[src/hw/rtl/glla_pkg.sv]
// shared constants and types for the least-loaded assigner
package glla_pkg;
    localparam int MAX_PES_DEF = 64;
    localparam int LOAD_FRAC_BITS_DEF = 16;
    localparam int LOAD_W = 32;
    localparam int SPEED_W = 16;
    localparam int ID_W = 16;
    localparam int IDX_W = 6;
    localparam int ACT_W = 7;
    localparam int PROD_W = LOAD_W + SPEED_W;
    localparam int IN_W = 112;
    localparam int OUT_W = 32;

    localparam logic [1:0] ST_PLACED = 2'd0;
    localparam logic [1:0] ST_KEPT = 2'd1;
    localparam logic [1:0] ST_ERROR = 2'd2;

    localparam logic OP_SETUP = 1'b0;
    localparam logic OP_PLACE = 1'b1;

    typedef struct packed {
        logic load_req;
        logic setup_wr;
        logic scan_start;
        logic scan_step;
        logic mul_start;
        logic div_start;
        logic div_step;
        logic commit;
        logic out_load;
    } glla_cmd_t;

    typedef struct packed {
        logic is_setup;
        logic mig;
        logic scan_done;
        logic div_done;
    } glla_sts_t;
endpackage

[src/hw/rtl/glla_ctrl.sv]
// controller state machine and stream handshakes
module glla_ctrl (
    input  logic                clk,
    input  logic                rst_n,
    input  logic                s_tvalid,
    output logic                s_tready,
    output logic                m_tvalid,
    input  logic                m_tready,
    input  glla_pkg::glla_sts_t sts,
    output glla_pkg::glla_cmd_t cmd
);
    localparam logic [2:0] S_IDLE = 3'd0;
    localparam logic [2:0] S_DEC = 3'd1;
    localparam logic [2:0] S_SCAN = 3'd2;
    localparam logic [2:0] S_MUL = 3'd3;
    localparam logic [2:0] S_DIVI = 3'd4;
    localparam logic [2:0] S_DIV = 3'd5;
    localparam logic [2:0] S_DONE = 3'd6;

    logic [2:0] state_reg, state_next;
    logic mval_reg, mval_next;

    assign s_tready = (state_reg == S_IDLE);
    assign m_tvalid = mval_reg;

    always_comb
    begin
        state_next = state_reg;
        mval_next = mval_reg && !m_tready;
        cmd = '0;
        case (state_reg)
            S_IDLE:
            begin
                cmd.load_req = s_tvalid;
                if (s_tvalid)
                    state_next = S_DEC;
            end
            S_DEC:
            begin
                if (sts.is_setup)
                begin
                    cmd.setup_wr = 1'b1;
                    state_next = S_IDLE;
                end
                else if (!sts.mig)
                    state_next = S_DONE;
                else
                begin
                    cmd.scan_start = 1'b1;
                    state_next = S_SCAN;
                end
            end
            S_SCAN:
            begin
                cmd.scan_step = 1'b1;
                if (sts.scan_done)
                    state_next = S_MUL;
            end
            S_MUL:
            begin
                cmd.mul_start = 1'b1;
                state_next = S_DIVI;
            end
            S_DIVI:
            begin
                cmd.div_start = 1'b1;
                state_next = S_DIV;
            end
            S_DIV:
            begin
                if (sts.div_done)
                    state_next = S_DONE;
                else
                    cmd.div_step = 1'b1;
            end
            S_DONE:
            begin
                if (!mval_reg || m_tready)
                begin
                    cmd.commit = sts.mig;
                    cmd.out_load = 1'b1;
                    mval_next = 1'b1;
                    state_next = S_IDLE;
                end
            end
            default:
                state_next = S_IDLE;
        endcase
    end

    always_ff @(posedge clk or negedge rst_n)
    begin
        if (!rst_n)
        begin
            state_reg <= S_IDLE;
            mval_reg <= 1'b0;
        end
        else
        begin
            state_reg <= state_next;
            mval_reg <= mval_next;
        end
    end
endmodule
[config.mk]
export PLATFORM = sky130hd
export DESIGN_NAME = glla_ctrl
export DESIGN_NICKNAME = d
export VERILOG_FILES = /design/src/hw/rtl/glla_pkg.sv /design/src/hw/rtl/glla_ctrl.sv
export SDC_FILE = /design/constraint.sdc
export NUM_CORES = 1
export LEC_CHECK = 0
export BUFFER_PORTS_ARGS = -buffer_cell sky130_fd_sc_hd__buf_2
export CORE_AREA = 2 2 39 41
export DETAILED_ROUTE_END_ITERATION = 8
export DIE_AREA = 0 0 41 43
export SYNTH_ARGS = -nofsm -noshare
export SYNTH_HDL_FRONTEND = slang
export SYNTH_SLANG_ARGS = --single-unit
[constraint.sdc]
create_clock -name clk -period 1.3 [get_ports clk]
set_clock_uncertainty 0.2 [all_clocks]
set_input_delay 0.13 -clock clk [delete_from_list [all_inputs] [get_ports clk]]
set_output_delay 0.13 -clock clk [all_outputs]
set_load 0.05 [all_outputs]
==> flow_metrics.tcl, run 1 <==
set metrics [dict create \
    status "finished with violations" \
    violations "negative setup slack" \
    drc 0 \
    synth_nets 44 \
    fin_crit_sh_pct 127 \
    cp-start-kind "flop" \
    yosysTopAreaCell "dfrtp_1" \
    crit_path_end_kind "output port" \
    crit_buf_inv 1 \
    hold_viol 0 \
    synth_area_sq_um 324 \
    multi_input_area_sq_um 299 \
    critPathSlowestCell "dfrtp_2" \
    place_ws_ps -181 \
    gp_congestion 0.763 \
    fmax_mhz 608 \
    clock_latency_ps 240 \
    fin_crit_ps 1650 \
    largest_register_ffs 3 \
    clkTransAtPathRegs_ps 40 \
    grt_util_met2_pct 21.9 \
    die_y_um 43 \
    via_per_inst 4.53 \
    max_stage_delay_ps 440 \
    power.leakage_nw 0.411 \
    layout.nets 83 \
    top_usage_layer "met2" \
    cp.arrival_ps 1320 \
    async_flop_share_pct 100 \
    ys_warn_count 0 \
    place_inst 76 \
    setup.worst_path.class "reg2out" \
    ys.flop_type "dfrtp_1" \
    cts_max_level 1 \
    power_density_mw_per_mm2 2620 \
    use_met1_pct 16.9 \
    synth_area_leaders "dfrtp_1 31%, buf_6 6.9%, nand3b_4 6.2%" \
    fin_area_sq_um 835 \
    dp.final_hpwl_um 650 \
    syn_inst 36 \
    yosysUniqueCellTypes 21 \
    dieArea_sq_mm 0.00176 \
    maxCapViolations 0 \
    cp_max_fo 4 \
    rsz0062_at_grt "true" \
    grtUsageTotal_pct 15.2 \
    use_met3_pct 3.66 \
    seqCellArea_sq_um 104 \
    drive_gt1_share_pct 78.4 \
    vdd_ir_drop_max_uv 1210 \
    grt_pass1_wl_um 1700 \
    grt_max_degree 7 \
    finalWorstSetupSlack_ps -346 \
    antenna_cells 0 \
    tritoncts "built" \
    drt-initial-drc-count 7 \
    worst_pin_slew_ps 248 \
    slew-limit-headroom_pct 83.6 \
    finalPower_mw 2.19 \
    crit_family "simple AND/OR/NAND/NOR gates" \
    cts_buffer_depth 2 \
    wire_per_inst_um 12.3 \
    clock-root-buffer "clkbuf_4" \
    die_width_um 41 \
    drv_slew 0 \
    cts_buffers 3 \
    grt_pass1_vias 412 \
    synth_edf_count 0 \
    ys_seq_area_share_pct 30.9 \
    setup_violations 11 \
    core_area_sq_mm 0.00138 \
    wirelength_um 1100 \
    io_pins 19 \
    clock-sinks 4 \
    stdcell_count 90 \
    start_util_pct 23.4 \
    row_count 14 \
    numPortBuffers 18 \
    fill_cells 116 \
    fin_tns_setup_ps -2740 \
    ys_ff_latch 4 \
    firstDrtPassIters 4 \
    vias 408 \
    ant_nets 0 \
    timing.hold.ws_ps 18.2 \
    syn_to_final_growth_pct 158 \
    final_util_pct 60.3 \
    grt_remaining_overflow 0 \
    hold_class "in2async" \
    place_area_sq_um 567 \
    avgSynthCellArea_sq_um 9.00 \
    antenna_found_initial 0 \
    synth.top_cell.area_share_pct 30.9 \
    netlist_top_cells_count "4 x dfrtp_1, 4 x nand2_1, 3 x nor2_1" \
    crit_required_ps 970 \
    crit_path_cell_trace "nand3b_4 > nor2b_4 > and2_4 > buf_8" \
]
## what timing repair did
action,in CTS,in global routing
endpoints found under the hold margin,6,0
pin swaps,3,8
setup endpoints to repair,12,13
setup buffers,4,2
resized for setup,34,12
hold buffers,4,0
## worst reg2reg max path: cells and delay by family (launching register included)
family                 cells  cell delay [ps]
AOI/OAI and AO/OA          2              160
buffers and inverters      3              350
DFF                        1              430
and+or+nand+nor            1               70
## placed cells by master (no fill, tap or decap)
| cell type | count |
|---|---|
| o211ai_1 | 2 |
| buf_2 | 8 |
| nor4b_4 | 1 |
| a211o_1 | 1 |
| nor2b_4 | 1 |
| nand3b_4 | 1 |
| buf_4 | 4 |
| clkbuf_4 | 3 |
| nand2_1 | 2 |
| nor2_4 | 4 |
| buf_6 | 14 |
| nor3_4 | 2 |
| nand2b_4 | 2 |
| o21ai_2 | 2 |
| clkbuf_1 | 1 |
| buf_12 | 1 |
| nand2_4 | 2 |
| o211a_1 | 1 |
| o21ai_0 | 1 |
| and2_4 | 3 |
| inv_1 | 2 |
| dfrtp_1 | 1 |
| nor3b_4 | 1 |
| dlygate4sd3_1 | 4 |
| dfrtp_2 | 3 |
| o21ai_1 | 1 |
| buf_8 | 6 |
## where the power goes
group | internal [mW] | switching [mW]
Combinational | 0.851 | 0.893
Sequential | 0.191 | 0.0741
Clock | 0.116 | 0.0657
## final cells by class
cell class	instances	area share, %
Inverter	2	0.900
Timing Repair Buffer	37	45.3
Multi-Input combinational cell	27	35.8
Tap cell	16	2.40
Sequential cell	4	12.4
Clock buffer	4	3.15
## final timing paths
kind,startpoint,endpoint,slack [ps],cells after the start
min reg2reg,m_tvalid,m_tvalid,430,3
min in group clk,sts[3],state_reg[2],30,3
max in group asynchronous,rst_n,state_reg[0],750,2
max reg2reg,state_reg[2],state_reg[1],0,6
max,state_reg[0],cmd[1],-350,4
min,rst_n,state_reg[1],20,2
## layer usage
metal	wire length, um	share of wire [%]	vias to the layer above
li1	-	-	198
met1	427	39	188
met2	596	54	18
met3	44	4.0	4
met4	34	3.1	0
met5	0	0	-
## logic make-up (layout without fill, tap and decap cells)
kind of cell	count (synthesis)	after routing	synth area share, %
buf+inv	5	43	10.8
compound gates	8	8	17.8
flops	4	4	30.9
simple gates	19	19	40.5
Power figures use the tool's default switching activity.
==> run 2, diff against run 1 <==
==> config.mk (replaced) <==
export PLATFORM = sky130hd
export DESIGN_NAME = glla_ctrl
export DESIGN_NICKNAME = d
export VERILOG_FILES = /design/src/hw/rtl/glla_pkg.sv /design/src/hw/rtl/glla_ctrl.sv
export SDC_FILE = /design/constraint.sdc
export NUM_CORES = 1
export LEC_CHECK = 0
export BUFFER_PORTS_ARGS = -buffer_cell sky130_fd_sc_hd__buf_4
export CORE_AREA = 8 8 45 47
export DETAILED_ROUTE_END_ITERATION = 8
export DIE_AREA = 0 0 53 55
export SLEW_MARGIN = 0
export SYNTH_ARGS = -nofsm -noshare
export SYNTH_HDL_FRONTEND = slang
export SYNTH_SLANG_ARGS = --single-unit
==> run 2 against run 1 <==
  * The run still ends with negative setup slack left
  * Maximum frequency up 1.3%
  * Critical endpoint is now cmd[6]
  * Critical path depth unchanged
  * Final cell count up 2.2%
  * Worst hold slack worse by 3.1 ps
  * Utilization up 0.54 points
  * Via count up 1.5%
  * Count of clock-buffer cells in the layout down 1
  * Wire length up 6.3%
  * Largest cell class unchanged
  * Critical path type unchanged
  * Flip-flop and latch count unchanged
  * First-iteration DRC count down 57%
  * Sequential power down 2%
  * Global-route usage down 6.6 points
==> flow_metrics.tcl, run 2 (synthesis gave the netlist of run 1 again) <==
set metrics [dict create \
    status "finished with violations" \
    violations "negative setup slack" \
    layout.nets 86 \
    setup_violations 11 \
    final_cell_mix "19 x buf_4, 10 x buf_6, 7 x buf_8" \
    clock_latency_ps 240 \
    rsz0062_at_grt "true" \
    place_inst 75 \
    ant_nets 0 \
    drc 0 \
    grt_pass1_wl_um 1770 \
    dieArea_sq_mm 0.00292 \
    row_count 14 \
    cts_max_level 1 \
    firstDrtPassIters 3 \
    fill_cells 121 \
    antenna_cells 0 \
    gp_congestion 0.839 \
    drive_gt1_share_pct 77.6 \
    power.leakage_nw 0.409 \
    grt_max_degree 7 \
    vdd_ir_drop_max_uv 1060 \
    via_per_inst 4.50 \
    ff2ff_setup_slack_ps -50 \
    clock-sinks 4 \
    cp.arrival_ps 1290 \
    worst_pin_slew_ps 205 \
    maxCapViolations 0 \
    crit_path_end_kind "output port" \
    grt_remaining_overflow 0 \
    drt-initial-drc-count 3 \
    cts_buffer_depth 2 \
    grtUsageTotal_pct 8.66 \
    wirelength_um 1170 \
    grt_pass1_vias 410 \
    setup.worst_path.class "reg2out" \
    slew-limit-headroom_pct 86.3 \
    finalPower_mw 2.13 \
    die_width_um 53 \
    start_util_pct 23.4 \
    cts_buffers 3 \
    timing.hold.ws_ps 15.1 \
    finalWorstSetupSlack_ps -325 \
    fin_tns_setup_ps -2770 \
    place_ws_ps -156 \
    final_util_pct 60.8 \
    fin_crit_sh_pct 125 \
    vias 414 \
    hold_class "in2async" \
    numPortBuffers 18 \
    final_common_cell "buf_4" \
    power_density_mw_per_mm2 2530 \
    wire_per_inst_um 12.8 \
    crit_required_ps 970 \
    stdcell_count 92 \
    core_area_sq_mm 0.00138 \
    place_area_sq_um 592 \
    io_pins 19 \
    fin_area_sq_um 842 \
    antenna_found_initial 0 \
    dp.final_hpwl_um 761 \
    cp-start-kind "flop" \
    fmax_mhz 615 \
    drv_slew 0 \
    die_y_um 55 \
    fin_crit_ps 1620 \
    syn_to_final_growth_pct 160 \
    hold_viol 0 \
    largest_register_ffs 3 \
    tritoncts "built" \
    cp_max_fo 4 \
    clock-root-buffer "clkbuf_4" \
    clkTransAtPathRegs_ps 40 \
]
-- run 2: final cells by class --
class | instances | area [sq um] | area share (%)
Clock buffer | 3 | 22.5 | 2.67
Inverter | 2 | 7.51 | 0.892
Multi-Input combinational cell | 27 | 288 | 34.2
Sequential cell | 4 | 104 | 12.3
Tap cell | 16 | 20.0 | 2.38
Timing Repair Buffer | 40 | 400 | 47.5
-- run 2: power breakdown --
| group | total, mW | internal (mW) | switching [mW] |
|---|---|---|---|
| clock network | 0.168 | 0.104 | 0.0636 |
| logic | 1.71 | 0.824 | 0.882 |
| registers | 0.259 | 0.191 | 0.0680 |
-- run 2: worst paths after layout --
check                                   from           end  depth (start not counted)
worst max-delay path            state_reg[1]        cmd[6]                          4
worst max register to register  state_reg[1]  state_reg[1]                          5
worst min-delay path                   rst_n  state_reg[1]                          2
worst min register to register      m_tvalid      m_tvalid                          3
min in group clk                      sts[3]  state_reg[2]                          3
max in group asynchronous              rst_n  state_reg[0]                          2
-- run 2: repair_timing --
action,CTS,global route
endpoints found under the setup margin,13,12
buffers inserted,6,4
pin swaps,2,5
hold buffers,4,0
cloned,0,0
resized for setup,19,11
hold endpoints to repair,6,0
-- run 2: critical path, cell delays in order, from the launching register on --
cell	delay [ps]
dfrtp_1	430
inv_2	130
nand2_8	80
nor4b_4	220
buf_6	190
-- run 2: layer usage --
metal	track usage [%]	vias up	share of wire, %
met5	0	-	0
met3	4.28	2	8.9
met2	13.5	16	48
li1	-	205	-
met4	7.76	0	1.6
met1	8.44	191	42
